### src/sv/ofs_pkg.sv
// Package: shared types, status codes and constants of the factor splitter.
package ofs_pkg;
    localparam int WORD_BITS_DEF = 32;
    localparam int STAT_W = 3;
    localparam logic [STAT_W-1:0] ST_INVALID = 3'd0;
    localparam logic [STAT_W-1:0] ST_EVEN    = 3'd1;
    localparam logic [STAT_W-1:0] ST_GCD     = 3'd2;
    localparam logic [STAT_W-1:0] ST_ORDER   = 3'd3;
    localparam logic [STAT_W-1:0] ST_FAIL    = 3'd4;

    typedef enum logic [1:0] {
        OP_MULMOD = 2'd0,
        OP_DIVMOD = 2'd1
    } t_op;
endpackage

### src/sv/ofs_arith.sv
// Bit-serial arithmetic unit: modular multiply (double-and-add) and restoring divide.
module ofs_arith
    import ofs_pkg::*;
#(
    parameter int WORD_BITS = WORD_BITS_DEF
) (
    input  logic                 i_clk,
    input  logic                 i_rst_n,
    input  logic                 i_start,
    input  t_op                  i_op,
    input  logic [WORD_BITS-1:0] i_a,
    input  logic [WORD_BITS-1:0] i_b,
    input  logic [WORD_BITS-1:0] i_n,
    output logic                 o_done,
    output logic [WORD_BITS-1:0] o_q,
    output logic [WORD_BITS-1:0] o_r
);
    localparam int CW = $clog2(WORD_BITS + 1);

    logic                 r_busy;
    t_op                  r_op;
    logic [CW-1:0]        r_cnt;
    logic [WORD_BITS-1:0] r_x;
    logic [WORD_BITS-1:0] r_y;
    logic [WORD_BITS-1:0] r_n;
    logic [WORD_BITS-1:0] r_acc;
    logic [WORD_BITS:0]   rem_sh;
    logic [WORD_BITS:0]   rem_sub;
    logic [WORD_BITS:0]   acc_dbl;
    logic [WORD_BITS:0]   acc_add;
    logic [WORD_BITS-1:0] acc_nx;

    always_comb begin
        rem_sh  = {r_acc, r_x[WORD_BITS-1]};
        rem_sub = rem_sh - {1'b0, r_n};
        acc_dbl = {r_acc, 1'b0};
        if (acc_dbl >= {1'b0, r_n}) begin
            acc_dbl = acc_dbl - {1'b0, r_n};
        end
        acc_add = acc_dbl + {1'b0, r_y};
        if (acc_add >= {1'b0, r_n}) begin
            acc_add = acc_add - {1'b0, r_n};
        end
        acc_nx = r_x[WORD_BITS-1] ? acc_add[WORD_BITS-1:0] : acc_dbl[WORD_BITS-1:0];
    end

    always_ff @(posedge i_clk) begin
        o_done <= 1'b0;
        if (!i_rst_n) begin
            r_busy <= 1'b0;
        end else if (i_start && !r_busy) begin
            r_busy <= 1'b1;
            r_op   <= i_op;
            r_x    <= i_a;
            r_y    <= i_b;
            r_n    <= i_n;
            r_acc  <= '0;
            r_cnt  <= CW'(WORD_BITS);
        end else if (r_busy) begin
            if (r_op == OP_DIVMOD) begin
                if (!rem_sub[WORD_BITS]) begin
                    r_acc <= rem_sub[WORD_BITS-1:0];
                    r_x   <= {r_x[WORD_BITS-2:0], 1'b1};
                end else begin
                    r_acc <= rem_sh[WORD_BITS-1:0];
                    r_x   <= {r_x[WORD_BITS-2:0], 1'b0};
                end
            end else begin
                r_acc <= acc_nx;
                r_x   <= {r_x[WORD_BITS-2:0], 1'b0};
            end
            r_cnt <= r_cnt - 1'b1;
            if (r_cnt == CW'(1)) begin
                r_busy <= 1'b0;
                o_done <= 1'b1;
            end
        end
    end

    assign o_q = r_x;
    assign o_r = r_acc;
endmodule

### src/sv/order_finding_factor_split.sv
// Top level: sequencer for the order-finding factor splitter.
// Duration is data dependent; each multiply or divide runs on one shared bit-serial unit.
// Trial division runs up to sqrt(n)/2 divides, the order search up to n multiplies;
// small or even n are answered without using the unit.
// Throughput: one request at a time; the next is taken once the result has been taken.
// Reset: synchronous active low i_rst_n returns the sequencer to idle, clears valid.
module order_finding_factor_split
    import ofs_pkg::*;
#(
    parameter int WORD_BITS = WORD_BITS_DEF
) (
    input  logic                 i_clk,
    input  logic                 i_rst_n,
    input  logic                 i_valid,
    output logic                 o_stall,
    input  logic [WORD_BITS-1:0] i_modulus,
    input  logic [WORD_BITS-1:0] i_base,
    output logic                 o_valid,
    input  logic                 i_stall,
    output logic [STAT_W-1:0]    o_status,
    output logic [WORD_BITS-1:0] o_factor_one,
    output logic [WORD_BITS-1:0] o_factor_two
);
    typedef enum logic [3:0] {
        S_IDLE, S_RED, S_GCD, S_GCDW, S_SPLIT, S_POW, S_POWW, S_CHK,
        S_G1, S_G2, S_DIV, S_OUT, S_TRY, S_TRYW
    } t_state;

    localparam logic [WORD_BITS-1:0] ONE = WORD_BITS'(1);

    t_state               r_st;
    logic [WORD_BITS-1:0] r_n;
    logic [WORD_BITS-1:0] r_a;
    logic [WORD_BITS-1:0] r_p;
    logic [WORD_BITS-1:0] r_r;
    logic [WORD_BITS-1:0] r_gx;
    logic [WORD_BITS-1:0] r_gy;
    logic [WORD_BITS-1:0] r_f1;
    logic [WORD_BITS-1:0] r_x;
    logic [STAT_W-1:0]    r_stat;
    logic                 r_second;
    logic                 r_go;
    t_op                  r_op;
    logic [WORD_BITS-1:0] r_oa;
    logic [WORD_BITS-1:0] r_ob;
    logic [WORD_BITS-1:0] r_on;
    logic                 a_done;
    logic [WORD_BITS-1:0] a_q;
    logic [WORD_BITS-1:0] a_r;

    ofs_arith #(.WORD_BITS(WORD_BITS)) u_arith (
        .i_clk  (i_clk),
        .i_rst_n(i_rst_n),
        .i_start(r_go),
        .i_op   (r_op),
        .i_a    (r_oa),
        .i_b    (r_ob),
        .i_n    (r_on),
        .o_done (a_done),
        .o_q    (a_q),
        .o_r    (a_r)
    );

    assign o_stall = (r_st != S_IDLE) || o_valid;

    always_ff @(posedge i_clk) begin
        r_go <= 1'b0;
        if (!i_rst_n) begin
            r_st    <= S_IDLE;
            o_valid <= 1'b0;
        end else begin
            if (o_valid && !i_stall) begin
                o_valid <= 1'b0;
            end
            unique case (r_st)
                S_IDLE: begin
                    if (i_valid && !o_stall) begin
                        r_n <= i_modulus;
                        if (i_modulus < WORD_BITS'(4)) begin
                            r_stat <= ST_INVALID;
                            r_f1 <= ONE;
                            r_st <= S_OUT;
                            o_factor_two <= ONE;
                        end else if (!i_modulus[0]) begin
                            r_stat <= ST_EVEN;
                            r_f1 <= WORD_BITS'(2);
                            o_factor_two <= i_modulus >> 1;
                            r_st <= S_OUT;
                        end else begin
                            r_stat <= ST_FAIL;
                            r_f1 <= ONE;
                            r_op <= OP_DIVMOD; r_oa <= i_base; r_on <= i_modulus;
                            r_go <= 1'b1; r_st <= S_RED;
                        end
                    end
                end
                S_RED: if (a_done) begin
                    r_a <= a_r; r_gx <= r_n; r_gy <= a_r; r_st <= S_GCD;
                end
                S_GCD: begin
                    if (r_gy == '0) begin
                        if (r_gx != ONE && r_gx != r_n) begin
                            r_stat <= ST_GCD; r_f1 <= r_gx;
                            r_op <= OP_DIVMOD; r_oa <= r_n; r_on <= r_gx;
                            r_go <= 1'b1; r_st <= S_DIV;
                        end else if (r_gx == r_n) begin
                            r_p <= WORD_BITS'(3); r_st <= S_TRY;
                        end else begin
                            r_p <= r_a; r_r <= ONE; r_st <= S_SPLIT;
                        end
                    end else begin
                        r_op <= OP_DIVMOD; r_oa <= r_gx; r_on <= r_gy;
                        r_go <= 1'b1; r_st <= S_GCDW;
                    end
                end
                S_GCDW: if (a_done) begin
                    r_gx <= r_gy; r_gy <= a_r; r_st <= S_GCD;
                end
                S_TRY: begin
                    r_op <= OP_DIVMOD; r_oa <= r_n; r_on <= r_p;
                    r_go <= 1'b1; r_st <= S_TRYW;
                end
                S_TRYW: if (a_done) begin
                    if (a_q < r_p) begin
                        r_st <= S_OUT; o_factor_two <= ONE;
                    end else if (a_r == '0) begin
                        r_stat <= ST_GCD; r_f1 <= r_n;
                        r_st <= S_OUT; o_factor_two <= ONE;
                    end else begin
                        r_p <= r_p + WORD_BITS'(2); r_st <= S_TRY;
                    end
                end
                S_SPLIT: begin
                    if (r_p == ONE) begin
                        if (r_r[0]) begin
                            r_st <= S_OUT; o_factor_two <= ONE;
                        end else begin
                            r_x <= ONE; r_gx <= r_r >> 1; r_st <= S_POW;
                        end
                    end else if (r_r >= r_n) begin
                        r_st <= S_OUT; o_factor_two <= ONE;
                    end else begin
                        r_op <= OP_MULMOD; r_oa <= r_p; r_ob <= r_a; r_on <= r_n;
                        r_go <= 1'b1; r_st <= S_POWW; r_second <= 1'b0;
                    end
                end
                S_POWW: if (a_done) begin
                    r_p <= a_r; r_r <= r_r + ONE; r_st <= S_SPLIT;
                end
                S_POW: begin
                    if (r_gx == '0) begin
                        r_st <= S_CHK;
                    end else begin
                        r_op <= OP_MULMOD; r_oa <= r_x; r_ob <= r_a; r_on <= r_n;
                        r_go <= 1'b1; r_gx <= r_gx - ONE; r_st <= S_G1;
                        r_second <= 1'b1;
                    end
                end
                S_G1: if (a_done) begin
                    if (r_second) begin
                        r_x <= a_r; r_st <= S_POW;
                    end else begin
                        r_gx <= r_gy; r_gy <= a_r; r_st <= S_G2;
                    end
                end
                S_CHK: begin
                    if (r_x == r_n - ONE) begin
                        r_st <= S_OUT; o_factor_two <= ONE;
                    end else begin
                        r_gx <= r_n; r_gy <= r_x + ONE; r_second <= 1'b0; r_st <= S_G2;
                        r_p <= '0;
                    end
                end
                S_G2: begin
                    if (r_gy == '0) begin
                        if (r_gx > ONE && r_gx < r_n) begin
                            r_stat <= ST_ORDER; r_f1 <= r_gx;
                            r_op <= OP_DIVMOD; r_oa <= r_n; r_on <= r_gx;
                            r_go <= 1'b1; r_st <= S_DIV;
                        end else if (r_p == '0) begin
                            r_p <= ONE; r_gx <= r_n; r_gy <= r_x - ONE;
                        end else begin
                            r_st <= S_OUT; o_factor_two <= ONE;
                        end
                    end else begin
                        r_op <= OP_DIVMOD; r_oa <= r_gx; r_on <= r_gy;
                        r_go <= 1'b1; r_second <= 1'b0; r_st <= S_G1;
                    end
                end
                S_DIV: if (a_done) begin
                    o_factor_two <= a_q; r_st <= S_OUT;
                end
                S_OUT: begin
                    o_status <= r_stat; o_factor_one <= r_f1;
                    o_valid <= 1'b1; r_st <= S_IDLE;
                end
                default: r_st <= S_IDLE;
            endcase
        end
    end

    a_no_accept_busy: assert property (@(posedge i_clk) disable iff (!i_rst_n)
        (r_st != S_IDLE) |-> o_stall)
        else $error("request accepted while busy");
    a_status_range: assert property (@(posedge i_clk) disable iff (!i_rst_n)
        o_valid |-> (o_status <= ST_FAIL))
        else $error("bad status");
    a_out_hold: assert property (@(posedge i_clk) disable iff (!i_rst_n)
        (o_valid && i_stall) |=> (o_valid && $stable(o_factor_one)))
        else $error("result dropped under stall");
endmodule

### config.mk
export PLATFORM = sky130hd
export DESIGN_NAME = order_finding_factor_split
export DESIGN_NICKNAME = d
export VERILOG_FILES = /design/src/sv/ofs_pkg.sv /design/src/sv/ofs_arith.sv /design/src/sv/order_finding_factor_split.sv
export SDC_FILE = /design/constraint.sdc
export NUM_CORES = 2
export LEC_CHECK = 0
export BUFFER_PORTS_ARGS = -buffer_cell sky130_fd_sc_hd__buf_4
export CORE_MARGIN = 2
export CORE_UTILIZATION = 35
export CTS_BUF_LIST = sky130_fd_sc_hd__clkbuf_8
export DETAILED_ROUTE_END_ITERATION = 10
export HOLD_SLACK_MARGIN = 0.08
export PLACE_DENSITY_LB_ADDON = 0.1
export SYNTH_ARGS = -nofsm -noshare
export SYNTH_HDL_FRONTEND = slang
export SYNTH_SLANG_ARGS = --single-unit
### constraint.sdc
create_clock -name i_clk -period 7.1 [get_ports i_clk]
set_input_delay 1.42 -clock i_clk [delete_from_list [all_inputs] [get_ports i_clk]]
set_output_delay 1.42 -clock i_clk [all_outputs]
set_load 0.005 [all_outputs]
* Yosys cells after proc, flatten, opt, wreduce, memory -nomap -nowiden *
Cells that the tools add are included.

operators by class
  $add $sub $neg = 11
  magnitude comparators = 7
  eq/ne operators = 59
  mux-type cells = 170
  bitwise logic cells = 2
  reduce and logical (&&, ||, !) cells = 45

operator list
  cell                                                                           number
  32-bit 2-to-1 mux                                                              86
  32-bit case mux with 6 select lines                                            3
  32-bit case mux with 4 select lines                                            2
  32-bit case mux with 7 select lines                                            1
  32-bit case mux with 2 select lines                                            3
  32-bit case mux with 5 select lines                                            1
  32-bit logical NOT                                                             4
  32-bit by 1-bit subtractor with 32-bit output, second input constant           3
  4-bit 2-to-1 mux                                                               19
  33-bit by 32-bit >= comparator with 1-bit output                               2
  33-bit by 32-bit subtractor with 33-bit output                                 2
  32-bit by 1-bit adder with 32-bit output, second input constant                2
  32-bit == test                                                                 2
  32-bit less-than comparator                                                    2
  2-bit inequality test, second input constant                                   25
  4-bit case mux with 12 select lines                                            1
  3-bit 2-to-1 mux                                                               12
  33-bit by 32-bit adder with 33-bit output                                      1
  33-bit 2-to-1 mux                                                              1
  32-bit by 2-bit adder with 32-bit output, second input constant                1
  32-bit by 1-bit == test with 1-bit output, second input constant               1
  32-bit >= comparator                                                           1
  32-bit by 1-bit > comparator with 1-bit output, second input constant          1
  32-bit by 3-bit less-than comparator with 1-bit output, second input constant  1
  41 further kinds                                                               117

word-level totals
  register bits after elaboration = 569
  input bits = 68
  output and inout port bits = 69
  word-level logic and storage cells = 322

* Longest topological paths before layout *
  word-level depth = 8
  depth in mapped cells = 35
  gate-level depth less buffers = 32

* Hierarchy *
From an unflattened synthesis, not the netlist that was laid out.

unflattened totals
  cell total of the unflattened synthesis = 3,855
  area total of the unflattened synthesis = 37,723.7 µm²

modules (own cells, without submodules)
  module                      times used  cells an instance  area an instance (µm²)  sequential area each (µm²)
  order_finding_factor_split  1           2,405              25,231.7                12,852.3
  ofs_arith                   1           1,450              12,492.0                4,124.0

* Worst setup path before layout *
No wires, ideal clock.

  path type = register to register
  start = reg u_arith.r_acc[7], in the netlist u_arith.o_r[7]
  end = reg u_arith.r_acc[29], in the netlist u_arith.o_r[29] (data pin)
  arrival = 6.751 ns
  slack = 0.173 ns
  cell stages (with the launch flop) = 33
  path buffers = 4
  period minus slack after synthesis = 6.927 ns
  cell sequence = edfxtp_1 > ha_1 > clkbuf_1 > a21o_1 > a31oi_1 > o211ai_1 > a21oi_1 > a211oi_1 > nor2b_1 > clkbuf_1 > clkbuf_1 > o21ai_0 > ha_1 > a211oi_1 > nor2_1 > o221a_2 > a221o_1 > a31oi_1 > nor2b_1 > o21ai_0 > xor2_1 > ha_1 > nand2_1 > nand2b_1 > a21o_1 > a21oi_1 > o21bai_1 > nor3_1 > o31a_1 > nand3_2 > buf_4 > and3_1 > o32ai_1

between the ends
  word-level cells in the longest chain between the ends = 8

RTL lines
  what                                                                                                                RTL line                          text
  from (decl)                                                                                                         ofs_arith.sv:26                   logic [WORD_BITS-1:0] r_acc;
  from (signal assigned)                                                                                              ofs_arith.sv:62                   r_acc <= rem_sub[WORD_BITS-1:0];
  from (signal assigned)                                                                                              ofs_arith.sv:65                   r_acc <= rem_sh[WORD_BITS-1:0];
  from (signal assigned)                                                                                              ofs_arith.sv:69                   r_acc <= acc_nx;
  33-bit by 32-bit subtractor with 33-bit output or 33-bit by 32-bit >= comparator with 1-bit output (tied branches)  ofs_arith.sv:38, ofs_arith.sv:37
  33-bit 2-to-1 mux                                                                                                   ofs_arith.sv:37                   if (acc_dbl >= {1'b0, r_n}) begin
  33-bit by 32-bit adder with 33-bit output                                                                           ofs_arith.sv:40                   acc_add = acc_dbl + {1'b0, r_y};
  32-bit subtractor or 33-bit by 32-bit >= comparator with 1-bit output (tied branches)                               ofs_arith.sv:42, ofs_arith.sv:41
  32-bit 2-to-1 mux                                                                                                   ofs_arith.sv:41                   if (acc_add >= {1'b0, r_n}) begin
  32-bit 2-to-1 mux                                                                                                   ofs_arith.sv:44                   acc_nx = r_x[WORD_BITS-1] ? acc_add[WORD_BITS-1:0] : acc_dbl[WORD_BITS-1:0];
  32-bit 2-to-1 mux (*)                                                                                               ofs_arith.sv:60                   if (r_op == OP_DIVMOD) begin
  32-bit 2-to-1 mux (*)                                                                                               ofs_arith.sv:59                   end else if (r_busy) begin

Every way passes the cells marked *; elsewhere a longest branch is shown, timed or not. The select of a mux whose other input is x is not followed.
A chain may end at the register's enable or synchronous reset.

* Worst setup path in the final report *
  start = reg u_arith.r_acc[23], in the netlist u_arith.o_r[23]
  end = reg u_arith.r_acc[25], in the netlist u_arith.o_r[25] (data pin)

The elaborated chain is that of the path after synthesis.

==> run summary <==
Tot GR Track Use -> 27.0%
Run status -> completed
Setup CP Type -> reg -> reg
H-Tree Depth -> 3
Aggregate global routing overflow -> 0
Most frequent cells after synthesis -> edfxtp_1, nand2_1, o21ai_0
Reg area -> 0.0169 mm2
# DRC -> 0
Buffers on Ports -> 136
Final Skew -> 0.0547 ns
# setup viols final -> 0
Fin crit share -> 96.8%
Setup ws final -> 0.226 ns
Most frequent cell after synthesis -> edfxtp_1
Row Count -> 119
Pre-antenna DRT Iters -> 10
DRT Wirelength -> 149000 um
Finished layout cell area -> 0.0445 mm2
Library cells used by synthesis -> 81
Register area share after synthesis -> 45.9%
TNS Setup -> 0 ns
Max VDD drop -> 0.652 mV
Switching power -> 0.00884 W
Async set or reset register ratio after synthesis -> 0%
Leakage power -> 17.3 nW
Count of final hold-check violations -> 0
Clk pwr share -> 16.6%
Sw Ratio -> 43.8%
Slew Viols, Final -> 0
FF-to-FF path depth -> 32
Final ANT Viol Nets -> 0
Fill cell count -> 10416
Area leader, netlist -> edfxtp_1
Met2 usage -> 41.4%
Post-synthesis cell count -> 3791
Initial DRC count -> 3730
DP Wirelength -> 114000 um
Global-route wire length before repair -> 215000 um
Chip Height -> 329 um
RR Endpoint -> u_arith.o_r[25]
DP Area -> 0.0415 mm2
Most used routing layer -> met2
Routed length per instance -> 26.4 um
DP Worst Slack -> -0.492 ns
Max_slew headroom -> 22.2%
Crit end category -> flip-flop
Main synth FF type -> edfxtp_1
Initial antenna violation count -> 7
Crit path top cell by count -> buf_12
Placed cells -> 5420
Vias -> 32334
Reported max-cap violation count -> 0
Worst Setup Start Kind -> flip-flop
Ys Warns -> 0
Core footprint -> 0.105 mm2
Fmax -> 0.145 GHz
Met3 GRT Util -> 3.56%
Synth top area share -> 45.4%
Via density -> 5.73
Sequential share of power -> 25.1%
Syn avg cell area -> 9.74 um2
CP max-delay cell -> edfxtp_1
Initial Util -> 35.2%
Int Power -> 0.0113 W
Req. time, crit path -> 7.55 ns
Post-synth EDFFs -> 559
Clock slew at reported path FFs -> 0.06 ns
CTS Sinks -> 567
Hold crit path type -> reg -> reg
Boundary pin count -> 137
Fin crit period -> 6.87 ns
Setup crit start -> u_arith.o_r[23]
Area occupied by multi-input gates -> 0.0193 mm2
Synthesized area -> 0.0369 mm2
Register bit total from synthesis -> 567
CP peak stage delay -> 0.46 ns
Vias in the first global route -> 31558
Die area -> 0.108 mm2
Synth area leaders -> edfxtp_1, ha_1, o21ai_0
Layout cells sized above 1 -> 18.4%
Die W -> 329 um
Fin cells -> 5642
Comb pwr share -> 58.3%
Critical Path Sink -> u_arith.o_r[25]
Net Count, Synth -> 4093
Crit Path Max Fanout -> 6
Critical R2R Launch -> u_arith.o_r[23]
Worst skew pair latency -> 0.77 ns
Worst Tran Pin Value -> 1.17 ns
Layout Nets -> 4462
Clock Tree Root -> clkbuf_8
FF-to-FF setup slack -> 0.23 ns
Area Overhead vs Synth -> 20.4%
Gpl congestion -> 0.959
GR Util met1 -> 38.4%
Total CTS buffers -> 105
Power per cell area -> 453 mW/mm2
CTS tree -> built
Critical path data arrival time -> 7.32 ns
Clk buf depth -> 3
Largest net degree at the start of global routing -> 67
cell type report:
cell class,instances,share of cell area (%)
multi-input combinational,2850,43.5
sequential,567,38.1
timing repair buffer,477,8.34
tap,1391,3.91
clock buffer,106,3.28
clock inverter,89,1.53
inverter,159,1.34
antenna,3,0.0169
cell families after synthesis:
logic type / Yosys count / synth area share (%)
AO/OA/AOI/OAI: 1136 / 19.9
multiplexers: 31 / 0.864
XOR/XNOR: 271 / 6.43
adder cells (fa/ha/maj): 234 / 8.03
buffers and inverters: 374 / 3.85
flip-flops: 567 / 45.9
AND/OR/NAND/NOR: 1178 / 15.1
power by group through the flow:
stage               sequential, W  clock, W  combinational, W
finish                    0.00506   0.00335            0.0117
global route              0.00510   0.00355            0.0128
CTS                       0.00503   0.00343            0.0109
detailed placement        0.00508         0            0.0107
global placement          0.00510         0            0.0107
floorplan                 0.00488         0           0.00654
cell usage in the layout, fill, tap and decap left out, types with 24 or more instances in the layout:
cell type and n:
buf_4 467, nor2b_1 25, clkbuf_8 106, ha_1 213
a21o_1 99, nor4_1 52, clkinv_1 28, nand2b_1 34
nand3_1 84, o21bai_1 24, a211oi_1 28, inv_1 172
xor2_1 99, nand2_1 427, o21ai_0 302, a21oi_1 262
a31oi_1 27, and2_1 39, o21a_1 33, nor2_1 244
nor3_1 66, a222oi_1 71, a22oi_1 33, edfxtp_1 559
xnor2_1 168, o211ai_1 47, nand4_1 67, a22o_1 31
metrics by stage:
stage / hold slack (ns) / total power (W) / util, %
2_1_floorplan: 0.400 / 0.0114 / -
3_3_place_gp: 0.403 / 0.0158 / 39.5
3_5_place_dp: 0.405 / 0.0158 / 39.5
4_1_cts: 0.409 / 0.0193 / 41.7
5_1_grt: 0.414 / 0.0215 / 42.4
6_report: 0.410 / 0.0202 / 42.4
what timing repair did:
| item | 4_1_cts | 5_1_grt |
|---|---|---|
| hold buffers | 0 | 0 |
| setup buffers | 4 | 18 |
| hold endpoints to repair | 0 | 0 |
| gates resized for setup | 20 | 112 |
| pin swaps | 6 | 46 |
| cloned | 0 | 2 |
| endpoints found under the setup margin | 32 | 32 |
worst max-delay path, delay by kind of cell, from the launching register on:
family,cells,cell delay (ns)
AOI/OAI and AO/OA,14,2.85
DFF,1,0.46
adders and majority gates,3,0.91
muxes,1,0.18
buffers and inverters,6,0.89
and+or+nand+nor,7,1.04
xor gates and xnor gates,1,0.25
worst min path at each step:
stage	startpoint	to	slack [ns]	depth (start not counted)
after global routing	r_ob[8]	u_arith.r_y[8]	0.41	0
final	r_on[18]	u_arith.r_n[18]	0.41	0
after floorplan	r_f1[0]	o_factor_one[0]	0.40	0
after detailed placement	r_on[11]	u_arith.r_n[11]	0.40	0
after global placement	r_on[31]	u_arith.r_n[31]	0.40	0
after CTS	r_ob[23]	u_arith.r_y[23]	0.41	0
layer usage:
layer / vias to the layer above / wire length [um]
met5: - / 10
met1: 15752 / 67100
met4: 2 / 6380
met2: 1324 / 65800
li1: 15002 / -
met3: 254 / 9950
Power figures use the tool's default switching activity.
